## config.mk

```make
export PLATFORM = sky130hd
export DESIGN_NAME = bit_run_length_encoder_flat
export DESIGN_NICKNAME = d
export VERILOG_FILES = /design/src/rtl/core/bre_pkg.sv /design/src/rtl/core/bre_if.sv /design/src/rtl/core/bre_front.sv /design/src/rtl/core/bre_queue.sv /design/src/rtl/core/bre_back.sv /design/src/rtl/core/bit_run_length_encoder.sv /design/src/flat_wrapper.sv
export SDC_FILE = /design/constraint.sdc
export NUM_CORES = 1
export LEC_CHECK = 0
export BUFFER_PORTS_ARGS = -buffer_cell sky130_fd_sc_hd__buf_2
export CORE_MARGIN = 3
export CORE_UTILIZATION = 25
export CTS_CLUSTER_SIZE = 16
export DETAILED_ROUTE_END_ITERATION = 10
export GPL_ROUTABILITY_DRIVEN = 0
export PLACE_DENSITY = 0.38
export SYNTH_ARGS = -nofsm -noshare
export SYNTH_HDL_FRONTEND = slang
export SYNTH_SLANG_ARGS = --single-unit
```

## constraint.sdc

```tcl
create_clock -name clock -period 6.9 [get_ports clock]
set_input_delay 0 -clock clock [delete_from_list [all_inputs] [get_ports clock]]
set_output_delay 0 -clock clock [all_outputs]
set_load 0.1 [all_outputs]
```

## src/rtl/core/bre_pkg.sv

```systemverilog
// Shared constants and types of the bit run-length encoder.
package bre_pkg;

   localparam int FRAME_BYTES   = 32;
   localparam int BITS_PER_BYTE = 8;
   localparam int MAX_RESULTS   = 18;
   localparam int QUEUE_DEPTH   = 2;

   localparam int IDX_W  = (FRAME_BYTES > 1) ? $clog2(FRAME_BYTES) : 1;
   localparam int RES_W  = $clog2(MAX_RESULTS + 1);
   localparam int BCNT_W = $clog2(BITS_PER_BYTE + 1);
   localparam int PTR_W  = $clog2(QUEUE_DEPTH);
   localparam int QCNT_W = $clog2(QUEUE_DEPTH + 1);

   typedef struct packed {
      logic       frame_end;
      logic [7:0] data_byte;
   } entry_type;

   typedef struct packed {
      logic [3:0] symbol_nibble;
      logic       is_run_bit;
      logic       last;
      logic       frame_done;
   } result_type;

endpackage

```

## src/rtl/core/bre_if.sv

```systemverilog
// Valid/ready channel interfaces for the request and response sides.
interface bre_req_if;
   logic       valid;
   logic       ready;
   logic [7:0] data_byte;

   modport source (output valid, output data_byte, input ready);
   modport sink (input valid, input data_byte, output ready);
endinterface

interface bre_rsp_if;
   logic       valid;
   logic       ready;
   logic [3:0] symbol_nibble;
   logic       is_run_bit;
   logic       last;
   logic       frame_done;

   modport source (output valid, output symbol_nibble, output is_run_bit, output last,
                   output frame_done, input ready);
   modport sink (input valid, input symbol_nibble, input is_run_bit, input last,
                 input frame_done, output ready);
endinterface

```

## src/rtl/core/bre_front.sv

```systemverilog
// Front end: accepts bytes and tags the last byte of each frame.
module bre_front (
   input  logic                clock,
   input  logic                reset,
   input  logic                in_valid,
   output logic                in_ready,
   input  logic [7:0]          in_byte,
   input  logic                q_full,
   output logic                q_push,
   output bre_pkg::entry_type  q_entry
);

   logic [bre_pkg::IDX_W-1:0] idx_ff;
   logic [bre_pkg::IDX_W-1:0] idx_in;
   logic                      frame_end;

   assign in_ready  = !q_full;
   assign q_push    = in_valid && !q_full;
   assign frame_end = (idx_ff == bre_pkg::IDX_W'(bre_pkg::FRAME_BYTES - 1));

   always_comb begin
      q_entry.frame_end = frame_end;
      q_entry.data_byte = in_byte;
      idx_in            = idx_ff;
      if (q_push) begin
         idx_in = frame_end ? '0 : bre_pkg::IDX_W'(idx_ff + 1'b1);
      end
   end

   always_ff @(posedge clock) begin
      if (reset) begin
         idx_ff <= '0;
      end else begin
         idx_ff <= idx_in;
      end
   end

endmodule

```

## src/rtl/core/bre_queue.sv

```systemverilog
// Small first-in first-out queue between the front and back ends.
module bre_queue (
   input  logic                clock,
   input  logic                reset,
   input  logic                push,
   input  bre_pkg::entry_type  push_entry,
   output logic                full,
   input  logic                pop,
   output logic                not_empty,
   output bre_pkg::entry_type  head
);

   bre_pkg::entry_type              slot_ff [bre_pkg::QUEUE_DEPTH];
   logic [bre_pkg::PTR_W-1:0]       wr_ptr_ff;
   logic [bre_pkg::PTR_W-1:0]       rd_ptr_ff;
   logic [bre_pkg::QCNT_W-1:0]      count_ff;
   logic                            do_push;
   logic                            do_pop;

   assign full      = (count_ff == bre_pkg::QCNT_W'(bre_pkg::QUEUE_DEPTH));
   assign not_empty = (count_ff != '0);
   assign head      = slot_ff[rd_ptr_ff];
   assign do_push   = push && !full;
   assign do_pop    = pop && not_empty;

   always_ff @(posedge clock) begin
      if (reset) begin
         wr_ptr_ff <= '0;
         rd_ptr_ff <= '0;
         count_ff  <= '0;
      end else begin
         if (do_push) begin
            wr_ptr_ff <= bre_pkg::PTR_W'(wr_ptr_ff + 1'b1);
         end
         if (do_pop) begin
            rd_ptr_ff <= bre_pkg::PTR_W'(rd_ptr_ff + 1'b1);
         end
         if (do_push && !do_pop) begin
            count_ff <= bre_pkg::QCNT_W'(count_ff + 1'b1);
         end else if (do_pop && !do_push) begin
            count_ff <= bre_pkg::QCNT_W'(count_ff - 1'b1);
         end
      end
   end

   always_ff @(posedge clock) begin
      if (do_push) begin
         slot_ff[wr_ptr_ff] <= push_entry;
      end
   end

endmodule

```

## src/rtl/core/bre_back.sv

```systemverilog
// Back end: walks the bits of each byte, counts runs and emits the nibbles.
module bre_back (
   input  logic                clock,
   input  logic                reset,
   input  logic                q_valid,
   input  bre_pkg::entry_type  q_head,
   output logic                q_pop,
   output logic                out_valid,
   input  logic                out_ready,
   output bre_pkg::result_type out_data
);

   typedef enum logic [6:0] {
      ST_IDLE  = 7'b0000001,
      ST_BITS  = 7'b0000010,
      ST_HUND  = 7'b0000100,
      ST_TENS  = 7'b0001000,
      ST_UNITS = 7'b0010000,
      ST_RBIT  = 7'b0100000,
      ST_END   = 7'b1000000
   } state_type;

   state_type                  state_ff, state_in;
   logic [7:0]                 byte_ff, byte_in;
   logic                       fe_ff, fe_in;
   logic [bre_pkg::BCNT_W-1:0] bit_cnt_ff, bit_cnt_in;
   logic                       run_bit_ff, run_bit_in;
   logic [3:0]                 hund_ff, hund_in;
   logic [3:0]                 tens_ff, tens_in;
   logic [3:0]                 units_ff, units_in;
   logic [3:0]                 em_hund_ff, em_hund_in;
   logic [3:0]                 em_tens_ff, em_tens_in;
   logic [3:0]                 em_units_ff, em_units_in;
   logic                       em_bit_ff, em_bit_in;
   logic                       pend_valid_ff, pend_valid_in;
   logic [3:0]                 pend_sym_ff, pend_sym_in;
   logic                       pend_rbit_ff, pend_rbit_in;
   logic [bre_pkg::RES_W-1:0]  byte_res_ff, byte_res_in;
   logic                       out_valid_ff, out_valid_in;
   bre_pkg::result_type        out_ff, out_in;

   logic                       out_free;
   logic                       count_nz;
   logic                       room;
   logic [3:0]                 cur_sym;
   logic                       cur_rbit;
   logic                       bit_now;
   logic                       push;
   bre_pkg::result_type        push_data;
   state_type                  first_digit;

   assign out_free  = !out_valid_ff || out_ready;
   assign count_nz  = (hund_ff != '0) || (tens_ff != '0) || (units_ff != '0);
   assign room      = (byte_res_ff < bre_pkg::RES_W'(bre_pkg::MAX_RESULTS));
   assign bit_now   = byte_ff[7];
   assign out_valid = out_valid_ff;
   assign out_data  = out_ff;

   // First digit of the run being closed, with leading zeros suppressed.
   always_comb begin
      if (hund_ff != '0) begin
         first_digit = ST_HUND;
      end else if (tens_ff != '0) begin
         first_digit = ST_TENS;
      end else begin
         first_digit = ST_UNITS;
      end
   end

   always_comb begin
      state_in      = state_ff;
      byte_in       = byte_ff;
      fe_in         = fe_ff;
      bit_cnt_in    = bit_cnt_ff;
      run_bit_in    = run_bit_ff;
      hund_in       = hund_ff;
      tens_in       = tens_ff;
      units_in      = units_ff;
      em_hund_in    = em_hund_ff;
      em_tens_in    = em_tens_ff;
      em_units_in   = em_units_ff;
      em_bit_in     = em_bit_ff;
      pend_valid_in = pend_valid_ff;
      pend_sym_in   = pend_sym_ff;
      pend_rbit_in  = pend_rbit_ff;
      byte_res_in   = byte_res_ff;
      q_pop         = 1'b0;
      push          = 1'b0;
      cur_sym       = em_units_ff;
      cur_rbit      = 1'b0;
      push_data.symbol_nibble = pend_sym_ff;
      push_data.is_run_bit    = pend_rbit_ff;
      push_data.last          = 1'b0;
      push_data.frame_done    = 1'b0;

      unique case (state_ff)
         ST_IDLE: begin
            if (q_valid) begin
               q_pop      = 1'b1;
               byte_in    = q_head.data_byte;
               fe_in      = q_head.frame_end;
               bit_cnt_in = '0;
               state_in   = ST_BITS;
            end
         end
         ST_BITS: begin
            byte_in    = {byte_ff[6:0], 1'b0};
            bit_cnt_in = bre_pkg::BCNT_W'(bit_cnt_ff + 1'b1);
            run_bit_in = bit_now;
            if (count_nz && (bit_now != run_bit_ff)) begin
               em_hund_in  = hund_ff;
               em_tens_in  = tens_ff;
               em_units_in = units_ff;
               em_bit_in   = run_bit_ff;
               hund_in     = '0;
               tens_in     = '0;
               units_in    = 4'd1;
               state_in    = first_digit;
            end else begin
               if (units_ff == 4'd9) begin
                  units_in = '0;
                  if (tens_ff == 4'd9) begin
                     tens_in = '0;
                     hund_in = hund_ff + 4'd1;
                  end else begin
                     tens_in = tens_ff + 4'd1;
                  end
               end else begin
                  units_in = units_ff + 4'd1;
               end
               if (bit_cnt_ff == bre_pkg::BCNT_W'(bre_pkg::BITS_PER_BYTE - 1)) begin
                  state_in = ST_END;
               end
            end
         end
         ST_HUND, ST_TENS, ST_UNITS, ST_RBIT: begin
            if (state_ff == ST_HUND) begin
               cur_sym = em_hund_ff;
            end else if (state_ff == ST_TENS) begin
               cur_sym = em_tens_ff;
            end else if (state_ff == ST_RBIT) begin
               cur_sym  = {3'b000, em_bit_ff};
               cur_rbit = 1'b1;
            end
            if (!(room && pend_valid_ff && !out_free)) begin
               if (room) begin
                  push          = pend_valid_ff;
                  pend_valid_in = 1'b1;
                  pend_sym_in   = cur_sym;
                  pend_rbit_in  = cur_rbit;
                  byte_res_in   = bre_pkg::RES_W'(byte_res_ff + 1'b1);
               end
               if (state_ff == ST_HUND) begin
                  state_in = ST_TENS;
               end else if (state_ff == ST_TENS) begin
                  state_in = ST_UNITS;
               end else if (state_ff == ST_UNITS) begin
                  state_in = ST_RBIT;
               end else if (bit_cnt_ff == bre_pkg::BCNT_W'(bre_pkg::BITS_PER_BYTE)) begin
                  state_in = ST_END;
               end else begin
                  state_in = ST_BITS;
               end
            end
         end
         ST_END: begin
            if (fe_ff && count_nz) begin
               em_hund_in  = hund_ff;
               em_tens_in  = tens_ff;
               em_units_in = units_ff;
               em_bit_in   = run_bit_ff;
               hund_in     = '0;
               tens_in     = '0;
               units_in    = '0;
               run_bit_in  = 1'b0;
               state_in    = first_digit;
            end else if (!(pend_valid_ff && !out_free)) begin
               push                 = pend_valid_ff;
               push_data.last       = 1'b1;
               push_data.frame_done = fe_ff;
               pend_valid_in        = 1'b0;
               byte_res_in          = '0;
               if (q_valid) begin
                  q_pop      = 1'b1;
                  byte_in    = q_head.data_byte;
                  fe_in      = q_head.frame_end;
                  bit_cnt_in = '0;
                  state_in   = ST_BITS;
               end else begin
                  state_in = ST_IDLE;
               end
            end
         end
         default: begin
            state_in = ST_IDLE;
         end
      endcase

      out_in       = out_ff;
      out_valid_in = out_valid_ff;
      if (push) begin
         out_valid_in = 1'b1;
         out_in       = push_data;
      end else if (out_ready) begin
         out_valid_in = 1'b0;
      end
   end

   always_ff @(posedge clock) begin
      if (reset) begin
         state_ff      <= ST_IDLE;
         bit_cnt_ff    <= '0;
         run_bit_ff    <= 1'b0;
         hund_ff       <= '0;
         tens_ff       <= '0;
         units_ff      <= '0;
         pend_valid_ff <= 1'b0;
         byte_res_ff   <= '0;
         out_valid_ff  <= 1'b0;
         fe_ff         <= 1'b0;
      end else begin
         state_ff      <= state_in;
         bit_cnt_ff    <= bit_cnt_in;
         run_bit_ff    <= run_bit_in;
         hund_ff       <= hund_in;
         tens_ff       <= tens_in;
         units_ff      <= units_in;
         pend_valid_ff <= pend_valid_in;
         byte_res_ff   <= byte_res_in;
         out_valid_ff  <= out_valid_in;
         fe_ff         <= fe_in;
      end
   end

   always_ff @(posedge clock) begin
      byte_ff     <= byte_in;
      em_hund_ff  <= em_hund_in;
      em_tens_ff  <= em_tens_in;
      em_units_ff <= em_units_in;
      em_bit_ff   <= em_bit_in;
      pend_sym_ff <= pend_sym_in;
      pend_rbit_ff <= pend_rbit_in;
      out_ff      <= out_in;
   end

   a_res_bound: assert property (@(posedge clock) disable iff (reset)
      byte_res_ff <= bre_pkg::RES_W'(bre_pkg::MAX_RESULTS))
      else $error("Result count of one byte exceeds its limit.");

   a_idle_no_pend: assert property (@(posedge clock) disable iff (reset)
      (state_ff == ST_IDLE) |-> !pend_valid_ff)
      else $error("A held result is left behind with no byte in progress.");

   a_bcd_digits: assert property (@(posedge clock) disable iff (reset)
      (hund_ff <= 4'd9) && (tens_ff <= 4'd9) && (units_ff <= 4'd9))
      else $error("Run counter holds a digit above nine.");

   a_done_is_last: assert property (@(posedge clock) disable iff (reset)
      (out_valid_ff && out_ff.frame_done) |-> out_ff.last)
      else $error("Frame end marked on an item that does not close its byte.");

   a_push_clears_end: assert property (@(posedge clock) disable iff (reset)
      (state_ff == ST_END && state_in != ST_END && fe_ff && !count_nz) |=> !count_nz)
      else $error("Run state not cleared at the end of a frame.");

endmodule

```

## src/rtl/core/bit_run_length_encoder.sv

```systemverilog
// Top level of the bit run-length encoder.
//
//   Channel   Dir  Payload                                       Handshake
//   req_ch    in   data_byte[7:0]                                valid/ready
//   rsp_ch    out  symbol_nibble[3:0] is_run_bit last frame_done valid/ready
//
// The back end walks the eight bits of a byte one bit a cycle, pausing to hand out
// the nibbles of each run it closes, and ends the byte in a closing state that also loads the next byte.
// A byte that finds the back end idle is first loaded from the idle state. Each nibble of a
// closed run takes its own state, dropped ones included, and the last byte of a frame
// passes through the nibble states once more to close its final run.
// A two-entry queue lets the front accept bytes while the back is busy.
// Reset is synchronous and returns the frame position and open run to zero.
// A stalled response holds the back end only when it has a result to hand over.
module bit_run_length_encoder (
   input logic     clock,
   input logic     reset,
   bre_req_if.sink   req_ch,
   bre_rsp_if.source rsp_ch
);

   logic                q_full;
   logic                q_push;
   logic                q_pop;
   logic                q_not_empty;
   bre_pkg::entry_type  q_entry;
   bre_pkg::entry_type  q_head;
   bre_pkg::result_type rsp_data;
   logic                rsp_valid;

   bre_front u_front (
      .clock    (clock),
      .reset    (reset),
      .in_valid (req_ch.valid),
      .in_ready (req_ch.ready),
      .in_byte  (req_ch.data_byte),
      .q_full   (q_full),
      .q_push   (q_push),
      .q_entry  (q_entry)
   );

   bre_queue u_queue (
      .clock      (clock),
      .reset      (reset),
      .push       (q_push),
      .push_entry (q_entry),
      .full       (q_full),
      .pop        (q_pop),
      .not_empty  (q_not_empty),
      .head       (q_head)
   );

   bre_back u_back (
      .clock     (clock),
      .reset     (reset),
      .q_valid   (q_not_empty),
      .q_head    (q_head),
      .q_pop     (q_pop),
      .out_valid (rsp_valid),
      .out_ready (rsp_ch.ready),
      .out_data  (rsp_data)
   );

   assign rsp_ch.valid         = rsp_valid;
   assign rsp_ch.symbol_nibble = rsp_data.symbol_nibble;
   assign rsp_ch.is_run_bit    = rsp_data.is_run_bit;
   assign rsp_ch.last          = rsp_data.last;
   assign rsp_ch.frame_done    = rsp_data.frame_done;

endmodule

```

## src/flat_wrapper.sv

```systemverilog
// flat-port wrapper written by rule: the top's interface ports become plain ports
module bit_run_length_encoder_flat 
  (clock, reset, req_ch_valid, req_ch_data_byte, req_ch_ready, rsp_ch_valid, rsp_ch_symbol_nibble, rsp_ch_is_run_bit, rsp_ch_last, rsp_ch_frame_done, rsp_ch_ready);
  bre_req_if req_ch_i ();
  bre_rsp_if rsp_ch_i ();
  input logic clock;
  input logic reset;
  input wire logic [$bits(req_ch_i.valid)-1:0] req_ch_valid;
  input wire logic [$bits(req_ch_i.data_byte)-1:0] req_ch_data_byte;
  output wire logic [$bits(req_ch_i.ready)-1:0] req_ch_ready;
  output wire logic [$bits(rsp_ch_i.valid)-1:0] rsp_ch_valid;
  output wire logic [$bits(rsp_ch_i.symbol_nibble)-1:0] rsp_ch_symbol_nibble;
  output wire logic [$bits(rsp_ch_i.is_run_bit)-1:0] rsp_ch_is_run_bit;
  output wire logic [$bits(rsp_ch_i.last)-1:0] rsp_ch_last;
  output wire logic [$bits(rsp_ch_i.frame_done)-1:0] rsp_ch_frame_done;
  input wire logic [$bits(rsp_ch_i.ready)-1:0] rsp_ch_ready;
  assign req_ch_i.valid = req_ch_valid;
  assign req_ch_i.data_byte = req_ch_data_byte;
  assign req_ch_ready = req_ch_i.ready;
  assign rsp_ch_valid = rsp_ch_i.valid;
  assign rsp_ch_symbol_nibble = rsp_ch_i.symbol_nibble;
  assign rsp_ch_is_run_bit = rsp_ch_i.is_run_bit;
  assign rsp_ch_last = rsp_ch_i.last;
  assign rsp_ch_frame_done = rsp_ch_i.frame_done;
  assign rsp_ch_i.ready = rsp_ch_ready;
  bit_run_length_encoder u_core (.clock(clock), .reset(reset), .req_ch(req_ch_i), .rsp_ch(rsp_ch_i));
endmodule
```

Word-level counts from Yosys, hierarchy flattened
Memory sizes are Yosys's and may differ from the RTL's. A register that Yosys moved wholly into a read port is not among the register bits. Cells that the tools add are included.

Memories kept: 1. Latch bits: 0. Bits in read-only memories: 0. Logic and storage cells: 190. Bits in writable memories: 18. Register bits: 74.

Memory list: u_core.u_queue.slot_ff (depth 2, bits a word 9, read ports 1, clocked after Yosys merged registers in 1, wr ports 1, line bre_queue.sv:13) `bre_pkg::entry_type slot_ff [bre_pkg::QUEUE_DEPTH];`.

Order comparisons: 1. Reductions and logical operators: 41. Multiplexer cells: 85. Add/subtract/negate cells: 10. Divide/modulo/power cells: 0. Shift operators: 0. Equality and inequality tests: 25. Bitwise operators: 2. Multipliers: 0.

Operator list (number): $mux W4 (21); $mux W7 (10); $pmux W4 S2 (6); $mux W5 (7); $pmux W7 S4 (1); $mux W1 (24); $mux W8 (3); $pmux W8 S3 (1); $add A4 B1 Y4 const B (4); $reduce_and A3 Y1 (5); $eq A4 B4 Y1 const B (3); $ne A2 B2 Y1 const B (6); $ne A3 B3 Y1 const B (4); $pmux W1 S2 (6); $pmux W4 S3 (1); $reduce_bool A2 Y1 (6); $reduce_bool A4 Y1 (3); $add A5 B1 Y5 const B (2); $logic_and A1 B1 Y1 (10); $pmux W5 S2 (1); $mux W2 (4); $reduce_and A4 Y1 (2); $eq A7 B1 Y1 const B (1); $eq A7 B2 Y1 const B (1); other kinds (23) (32).

Depth between registers and ports, before layout
Gate-level depths: netlist of run 1.

Depth after elaboration: 11. Gate-level depth with buffers: 12. Depth with buffers taken out: 11.

Modules after synthesis
From an unflattened synthesis of run 1, not the netlist that was laid out.

Cell total of the unflattened synthesis: 423. Area, all modules: 4530.6 um^2.

By module, submodules not included: bre_back (instances 1, cells each 333, area an instance 3335.7 um^2); bre_queue (instances 1, cells each 53, area an instance 867.1 um^2); bre_front (instances 1, cells each 37, area an instance 327.8 um^2).

Least setup slack after synthesis of run 1
OpenSTA, ideal clock, no wires.

Path type: flip-flop to flip-flop. Start point: register u_core.u_back.tens_ff[0]. End point: register u_core.u_queue.count_ff[1] in the netlist's numbering. Setup slack: 4.240 ns. Data required time: 6.830 ns. Library setup time: 0.070 ns. Arrival: 2.590 ns. Stages on the path, launching flop included: 12. Buffers on the path: 1. Cells stage by stage: dfxtp_1 inv_1 ha_1 or3b_1 buf_2 o31ai_1 nand3_2 inv_2 o22ai_1 ha_1 or3_1 a21oi_1.

Word-level cells in the longest chain between the ends: 10. Elaborated cells on any way between the ends: 12. Classes of those cells: mux: 3; reduce/logical: 9.

RTL lines: from (decl) (line bre_back.sv:29) `logic [3:0] tens_ff, tens_in;`; from (signal assigned) (line bre_back.sv:226) `tens_ff <= tens_in;`; $reduce_bool A4 Y1 (*) (line bre_back.sv:53) `assign count_nz = (hund_ff != '0) || (tens_ff != '0) || (units_ff != '0);`; $logic_or A1 B1 Y1 (*) (2 in series) (line bre_back.sv:53); $logic_and A1 B1 Y1 (*) (line bre_back.sv:167) `if (fe_ff && count_nz) begin`; $mux W1 (*) (line bre_back.sv:167); $pmux W1 S2 (*) (line bre_back.sv:96) `unique case (state_ff)`; $logic_and A1 B1 Y1 (*) (line bre_queue.sv:24) `assign do_pop = pop && not_empty;`; $logic_not A1 Y1 (line bre_queue.sv:38) `if (do_push && !do_pop) begin`; $logic_and A1 B1 Y1 (line bre_queue.sv:38); $mux W2 / $reduce_bool A2 Y1 (equally long branches); to (signal assigned) (line bre_queue.sv:39) `count_ff <= bre_pkg::QCNT_W'(count_ff + 1'b1);`; to (signal assigned) (line bre_queue.sv:41) `count_ff <= bre_pkg::QCNT_W'(count_ff - 1'b1);`; to (decl) (line bre_queue.sv:16) `logic [bre_pkg::QCNT_W-1:0] count_ff;`.

Every way passes the cells marked *; elsewhere a longest branch is shown, timed or not. A chain may end at the register's enable or synchronous reset.

Worst setup path after layout of run 1
Same ends and word-level chain as after synthesis.

==> results.tsv, run 1 <==
metric	value	unit
status	finished, final reports clean	
drtPass1Iterations	4	
cpMostUsedCell	ha_1	
cts_root_buf	clkbuf_16	
avgSynthCellArea	10.77	sq um
ys_warn_count	0	
first_iter_violations	199	
critPathKind	reg2reg	
r2r_cells	10	
critical_path_depth	10	
leakage	0.001770	uW
wl_met2	4.502	mm
yosysSeqAreaShare	53.18	%
cts-hold-fix-buffers	10	
finalNetCount	461	
hold_class	in2reg	
cp-start-kind	register	
setup_viol	0	
antenna_found_initial	0	
cp-end-kind	register	
synth_common_cells	51 x edfxtp_1, 42 x dfxtp_1, 32 x nand2_1	
fin_crit_sh	45.55	%
p_per_area	313.6	nW/um^2
synthFlopType	edfxtp_1	
via_per_inst	4.820	
clockBufferDepth	2	
wl_met1	4.942	mm
slowest_delay	0.72	ns
synth_area	4461	sq um
layout_min_cycle_time	3.143	ns
portBuffers	20	
drive_above_1_share	12.50	%
die_w	139.6	microns
clk_latency	0.36	ns
grt_usage	10.73	%
whs	0.2068	ns
hpwl	7.029	mm
yosys_register_bits	93	
yosys.area.top_type	edfxtp_1	
cts_resized	0	
syn-num-nets	440	
cts_buffers	9	
drv_slew	0	
post-cts-setup-buffers	0	
rsz0062_at_grt	false	
coreArea	17360	sq um
wirelength	10.16	mm
multi_input_area	1914	sq um
vias	3205	
wl_per_cell	15.28	microns
grt_max_degree	48	
crit_arrival	3.43	ns
path_max_fanout	6	
min_path_cells	3	
yosysMostFrequentCell	edfxtp_1	
critical_path.startpoint	u_core.u_back.tens_ff[0]	
path_delay_family	simple AND/OR/NAND/NOR gates	
cts.htree.levels	3	
finalHoldViolations	0	
synthCells	414	
n_antenna_cell	0	
fmax	318.2	MHz
grt_pass1_wl	16.48	mm
ant_nets	0	
cpMaxStageDelayCell	o31ai_1	
drv_cap	0	
dieHeight	139.6	microns
hp-start	reset	
placementRows	48	
worstReg2RegStart	u_core.u_back.tens_ff[0]	
irDropWorstVdd	0.0001619	V
p_total	1621	uW
cp_cell_sequence	inv_1 > ha_1 > or3b_1 > o31ai_1 > nand3_2 > inv_2 > o22ai_1 > ha_1 > or3_1 > a21oi_1	
pin_count	21	
clk_pin_slew	0.07	ns
cts_tree	yes	
grt_overflow	0	
slew_headroom	32.47	%
fillers	1772	
synth_top_area_share	34.33	%
synth_area_leaders	edfxtp_1 34%, dfxtp_1 19%, ha_1 3.9%	
yosysUniqueCellTypes	73	
skew	0.007795	ns
met3_length	473	microns
synth-edff-count	51	
regArea	2372	sq um
cp.buffers_inverters	2	
area.growth.synth_to_final	15.90	%
setup_tns	0	ns
drc_errors	0	
highest_layer	met4	
grt_pass1_vias	2984	
die-area	19480	sq um
worst_pin_slew	1.009	ns
clkSinkCount	93	
ys_async_sr_fraction	0	%
crit_required	7.19	ns
initial_core_util	25.70	%
[registers in the layout (all words and copies together) (netlist names), 5 cells and up, named ones only]
name and cells:
u_core.u_back.state_ff 7, u_core.u_back.byte_ff 8, u_core.u_back.byte_res_ff 5, u_core.u_queue.slot_ff 18, u_core.u_back.out_data 7, u_core.u_front.idx_ff 5
[path summary, 6_finish.rpt]
path | end | slack (ns)
setup reg to reg | u_core.u_queue.count_ff[1] | 3.76
hold reg to reg | u_core.u_back.out_data[6] | 0.42
hold / removal | u_core.u_back.hund_ff[0] | 0.21
setup / recovery | u_core.u_queue.count_ff[1] | 3.76
[routing by layer]
metal | vias to the layer above | track usage [%]
met5 | - | 0
met4 | 0 | 4.284
li1 | 1596 | -
met2 | 66 | 15.95
met3 | 15 | 3.230
met1 | 1528 | 14.65
[placed cells by master (no fill, tap or decap), drive strengths merged, types with 3 or more instances in the layout]
cell type / synthesis / final
a211oi: 5 / 5
a21oi: 28 / 28
a222oi: 3 / 3
a22oi: 3 / 3
a311oi: 3 / 3
a31oi: 4 / 4
and2: 5 / 5
and3: 5 / 5
buf: 9 / 21
clkbuf: 12 / 9
clkinv: 2 / 4
dfxtp: 42 / 42
dlygate4sd3: 0 / 10
edfxtp: 51 / 51
ha: 14 / 14
inv: 19 / 23
mux2: 5 / 5
mux2i: 10 / 10
nand2: 32 / 32
nand2b: 3 / 3
nand3: 12 / 12
nand3b: 8 / 8
nor2: 28 / 28
nor2b: 6 / 6
nor3: 14 / 14
nor3b: 3 / 3
nor4b: 5 / 5
o21ai: 12 / 12
o22ai: 3 / 3
o31ai: 12 / 12
or3: 7 / 7
or3b: 5 / 5
or4: 5 / 5
xnor2: 3 / 3
xor2: 5 / 5
[power breakdown]
part | switching (uW) | internal [uW]
sequential | 58.1 | 664
combinational | 227 | 141
clock | 240 | 291
total | 525 | 1100
[worst register-to-register path, delay by kind of cell, from the launching register on]
family,cells,cell delay [ns]
fa+ha+maj,2,0.51
compound gates,3,0.98
buf+inv,2,0.23
simple gates,3,1.00
flops,1,0.36
[stage by stage]
step	util, %	setup WS [ns]	instances	area [sq um]
2_1_floorplan	-	4.240	414	4461
3_3_place_gp	27.39	3.801	639	4755
3_5_place_dp	27.39	3.760	639	4755
4_1_cts	29.79	3.724	665	5170
5_1_grt	29.79	3.508	665	5170
6_report	29.79	3.757	665	5170
[cell type report]
type	instances	share of cell area [%]
clock inverters	7	1.742
repair buffers	31	4.017
inverters	21	1.525
clock buffers	9	4.356
well taps	225	5.445
multi-input cells	279	37.03
flip-flops and latches	93	45.89
[cell families (layout without fill, tap and decap cells)]
logic type / after synthesis / in the layout / share of synthesized area, %
and+or+nand+nor: 149 / 149 / 19.41
AOI/OAI and AO/OA: 93 / 93 / 14.50
DFF: 93 / 93 / 53.18
buffers and inverters: 42 / 68 / 3.899
muxes: 15 / 15 / 3.506
adders and majority gates: 14 / 14 / 3.927
xor gates and xnor gates: 8 / 8 / 1.571
No activity file was read; power rests on OpenSTA's default activity.
==> run 2: changes to the inputs <==
- clock period: 6.9 -> 3.2 ns (I/O delays scaled with it)
==> results.tsv, run 2 (synthesis results as in run 1) <==
metric	value	unit
status	finished, final reports clean	
initial_core_util	25.70	%
r2r_cells	11	
n_antenna_cell	0	
cp-start-kind	register	
coreArea	17360	sq um
die_w	139.6	microns
final_area	5221	sq um
path_max_fanout	7	
antenna_found_initial	0	
cts_tree	yes	
worst_pin_slew	0.8726	ns
layout_min_cycle_time	2.796	ns
portBuffers	20	
final_common_cell	edfxtp_1	
grt_pass1_wl	17.48	mm
placementRows	48	
setup_viol	0	
post-cts-setup-buffers	0	
slew_headroom	41.61	%
drtPass1Iterations	5	
drv_cap	0	
p_sw_share	33.09	%
wirelength	10.43	mm
area.growth.synth_to_final	17.05	%
fin_crit_sh	87.39	%
fmax	357.6	MHz
top_regs	u_core.u_queue.slot_ff (18), u_core.u_back.byte_ff (8)	
largest_reg_flops	18	
grt_pass1_vias	3292	
cts_resized	0	
hold_class	in2reg	
cts-hold-fix-buffers	10	
cts.htree.levels	3	
fillers	1786	
leakage	0.001803	uW
die-area	19480	sq um
clockBufferDepth	2	
drv_slew	0	
wl_per_cell	15.45	microns
crit_arrival	3.08	ns
largest-register	u_core.u_queue.slot_ff	
clk_latency	0.34	ns
cts_root_buf	clkbuf_16	
clkPwrFrac	30.5	%
dieHeight	139.6	microns
irDropWorstVdd	0.0003126	V
pin_count	21	
dpl-instance-area	4830	sq um
cts_buffers	9	
clk_pin_slew	0.07	ns
drive_above_1_share	14.44	%
ant_nets	0	
crit_required	3.48	ns
clkSinkCount	93	
finalNetCount	471	
skew	0.005537	ns
finalHoldViolations	0	
power_switching	1144	uW
seq_power_share	44.6	%
drc_errors	0	
p_total	3458	uW
via_per_inst	4.809	
p_comb_share	24.8	%
first_iter_violations	222	
critPathKind	reg2reg	
vias	3246	
cp-end-kind	register	
layout_common_cells	51 x edfxtp_1, 42 x dfxtp_1, 32 x nand2_1, 28 x a21oi_1, 26 x nor2_1	
cellInternalPower	2314	uW
grt_overflow	0	
hpwl	7.442	mm
min_path_cells	2	
rsz0062_at_grt	false	
setup_tns	0	ns
grt_max_degree	26	
grt_usage	11.29	%
p_per_area	662.2	nW/um^2
run 2: worst max-delay path, stage by stage, from the launching register on:
cell	delay [ns]
dfxtp_1	0.38
inv_1	0.09
ha_1	0.14
or3b_1	0.44
o31ai_1	0.30
buf_4	0.19
nand3_2	0.11
inv_2	0.12
o22ai_1	0.12
ha_1	0.37
or3_1	0.35
a21oi_1	0.13
run 2: per-layer routing:
metal	up-vias	GRT usage [%]	part of all wire [%]
met3	9	3.196	5.2
li1	1631	-	-
met4	0	3.978	1.4
met5	-	0	0
met1	1534	14.94	48
met2	72	17.76	46
run 2: path summary, 6_finish.rpt:
| path | from | to | slack [ns] |
|---|---|---|---|
| worst max-delay path | u_core.u_back.units_ff[0] | u_core.u_queue.count_ff[1] | 0.40 |
| worst min-delay path | reset | u_core.u_back.byte_res_ff[4] | 0.10 |
| worst max register to register | u_core.u_back.units_ff[0] | u_core.u_queue.count_ff[1] | 0.40 |
| worst min register to register | u_core.u_back.pend_sym_ff[2] | u_core.u_back.out_data[5] | 0.42 |
run 2: power by group through the flow:
stage,sequential [uW],combinational [uW],clock [uW]
final,1540,859,1060
after global routing,1560,966,1160
after CTS,1550,873,1100
after detailed placement,1570,855,0
after global placement,1570,860,0
after floorplan,1510,651,0
run 2: metrics by stage:
| stage | instances | hold WS, ns | worst slack [ns] | util (%) |
|---|---|---|---|---|
| 2_1_floorplan | 414 | 0.09887 | 0.5395 | - |
| 3_3_place_gp | 649 | 0.1879 | 0.4057 | 27.83 |
| 3_5_place_dp | 649 | 0.1911 | 0.4153 | 27.83 |
| 4_1_cts | 675 | 0.08285 | 0.3817 | 30.08 |
| 5_1_grt | 675 | 0.09349 | 0.1590 | 30.08 |
| 6_report | 675 | 0.1023 | 0.4036 | 30.08 |
run 2: area by class of cell:
class / count / area (sq um) / area share (%)
multi-input cells: 279 / 1914 / 36.66
repair buffers: 41 / 282.8 / 5.416
inverters: 21 / 78.83 / 1.510
clock buffers: 9 / 225.2 / 4.313
flip-flops and latches: 93 / 2372 / 45.44
clock inverters: 7 / 66.31 / 1.270
well taps: 225 / 281.5 / 5.392
==> run 3: changes to the inputs <==
- CTS_BUF_LIST: default -> sky130_fd_sc_hd__clkbuf_4 sky130_fd_sc_hd__clkbuf_8
==> results.tsv, run 3 (synthesis results as in run 1) <==
metric	value	unit
antenna_found_initial	0	
drv_slew	0	
wirelength	10.45	mm
ant_nets	0	
reg2reg_slack	0.39	ns
layout_common_cells	51 x edfxtp_1, 42 x dfxtp_1, 32 x nand2_1, 28 x a21oi_1, 26 x nor2_1	
clkPwrFrac	24.6	%
cts_tree	yes	
p_sw_share	34.98	%
grt_pass1_wl	17.48	mm
wl_met2	4.835	mm
drive_above_1_share	14.44	%
final_common_cell	edfxtp_1	
cpMostUsedCell	ha_1	
clockBufferDepth	2	
pin_count	21	
setup_viol	0	
first_iter_violations	194	
setup_tns	0	ns
initial_core_util	25.70	%
grt_max_degree	26	
wl_per_cell	15.49	microns
critPathKind	reg2reg	
p_comb_share	26.9	%
crit_required	3.51	ns
cp-end-kind	register	
irDropWorstVdd	0.0003133	V
clk_pin_slew	0.10	ns
drv_cap	0	
dieHeight	139.6	microns
status	finished, final reports clean	
leakage	0.001757	uW
finalNetCount	471	
area.growth.synth_to_final	14.78	%
whs	0.06669	ns
clk_latency	0.37	ns
rsz0062_at_grt	false	
worst_pin_slew	0.8733	ns
fin_crit_sh	87.90	%
top_regs	u_core.u_queue.slot_ff (18), u_core.u_back.byte_ff (8)	
cp_cell_sequence	inv_1 > ha_1 > or3b_1 > o31ai_1 > buf_4 > nand3_2 > inv_2 > o22ai_1 > ha_1 > or3_1 > a21oi_1	
hold_class	in2reg	
highest_layer	met4	
cellInternalPower	2068	uW
cts.htree.levels	3	
crit_arrival	3.13	ns
power_switching	1112	uW
slowest_delay	0.45	ns
drtPass1Iterations	7	
n_antenna_cell	0	
p_per_area	621.2	nW/um^2
layout_min_cycle_time	2.813	ns
portBuffers	20	
finalHoldViolations	0	
skew	0.007766	ns
post-cts-setup-buffers	0	
cts_root_buf	clkbuf_8	
grt_overflow	0	
coreArea	17360	sq um
via_per_inst	4.781	
cpMaxStageDelayCell	or3b_1	
die_w	139.6	microns
largest-register	u_core.u_queue.slot_ff	
drc_errors	0	
cts-hold-fix-buffers	10	
path_delay_family	simple AND/OR/NAND/NOR gates	
cp.buffers_inverters	3	
cts_buffers	9	
vias	3227	
slew_headroom	41.56	%
wl_met1	5.029	mm
cp-start-kind	register	
hpwl	7.442	mm
largest_reg_flops	18	
met3_length	465	microns
cts_resized	0	
grt_pass1_vias	3291	
fmax	355.5	MHz
die-area	19480	sq um
seq_power_share	48.5	%
clkSinkCount	93	
placementRows	48	
path_max_fanout	6	
grt_usage	11.29	%
[run 3: cell counts in the layout (fill, tap and decap cells not counted)]
Identical to the previous run, type by type.
[run 3: layout make-up]
class                   instances  area, sq um
inverters                      21        78.83
multi-input cells             279         1914
clock buffers                   9        123.9
repair buffers                 41        282.8
flip-flops and latches         93         2372
clock inverters                 7        66.31
fillers                      1797        12240
well taps                     225        281.5
[run 3: per-layer routing]
layer / global-route usage (%) / vias to the layer above
met2: 17.79 / 62
met4: 3.978 / 0
li1: - / 1621
met3: 3.024 / 7
met5: 0 / -
met1: 15.02 / 1537
[run 3: final timing paths]
kind,start,to,cells after the start
worst min register to register,u_core.u_back.pend_sym_ff[2],u_core.u_back.out_data[5],0
worst max register to register,u_core.u_back.tens_ff[0],u_core.u_queue.count_ff[1],11
worst min-delay path,reset,u_core.u_back.byte_res_ff[4],2
worst max-delay path,u_core.u_back.tens_ff[0],u_core.u_queue.count_ff[1],11
[run 3: per-stage QoR]
stage / power (uW) / setup WS, ns / area [sq um] / util, % / std cells
finish: 3181 / 0.3873 / 5120 / 29.50 / 675
global route: 3415 / 0.1544 / 5120 / 29.50 / 675
CTS: 3247 / 0.3754 / 5120 / 29.50 / 675
detailed placement: 2427 / 0.4153 / 4830 / 27.83 / 649
global placement: 2435 / 0.4057 / 4830 / 27.83 / 649
floorplan: 2164 / 0.5395 / 4461 / - / 414
[run 3: worst register-to-register path: stages, from the launching register on]
cell	delay, ns
dfxtp_1	0.37
inv_1	0.10
ha_1	0.14
or3b_1	0.45
o31ai_1	0.30
buf_4	0.19
nand3_2	0.11
inv_2	0.12
o22ai_1	0.12
ha_1	0.37
or3_1	0.35
a21oi_1	0.13
[run 3: power groups by stage]
stage	Combinational, uW	Sequential (uW)	Clock [uW]
2_1_floorplan	651	1510	0
3_3_place_gp	860	1570	0
3_5_place_dp	855	1570	0
4_1_cts	873	1550	827
5_1_grt	966	1560	887
6_report	856	1540	782
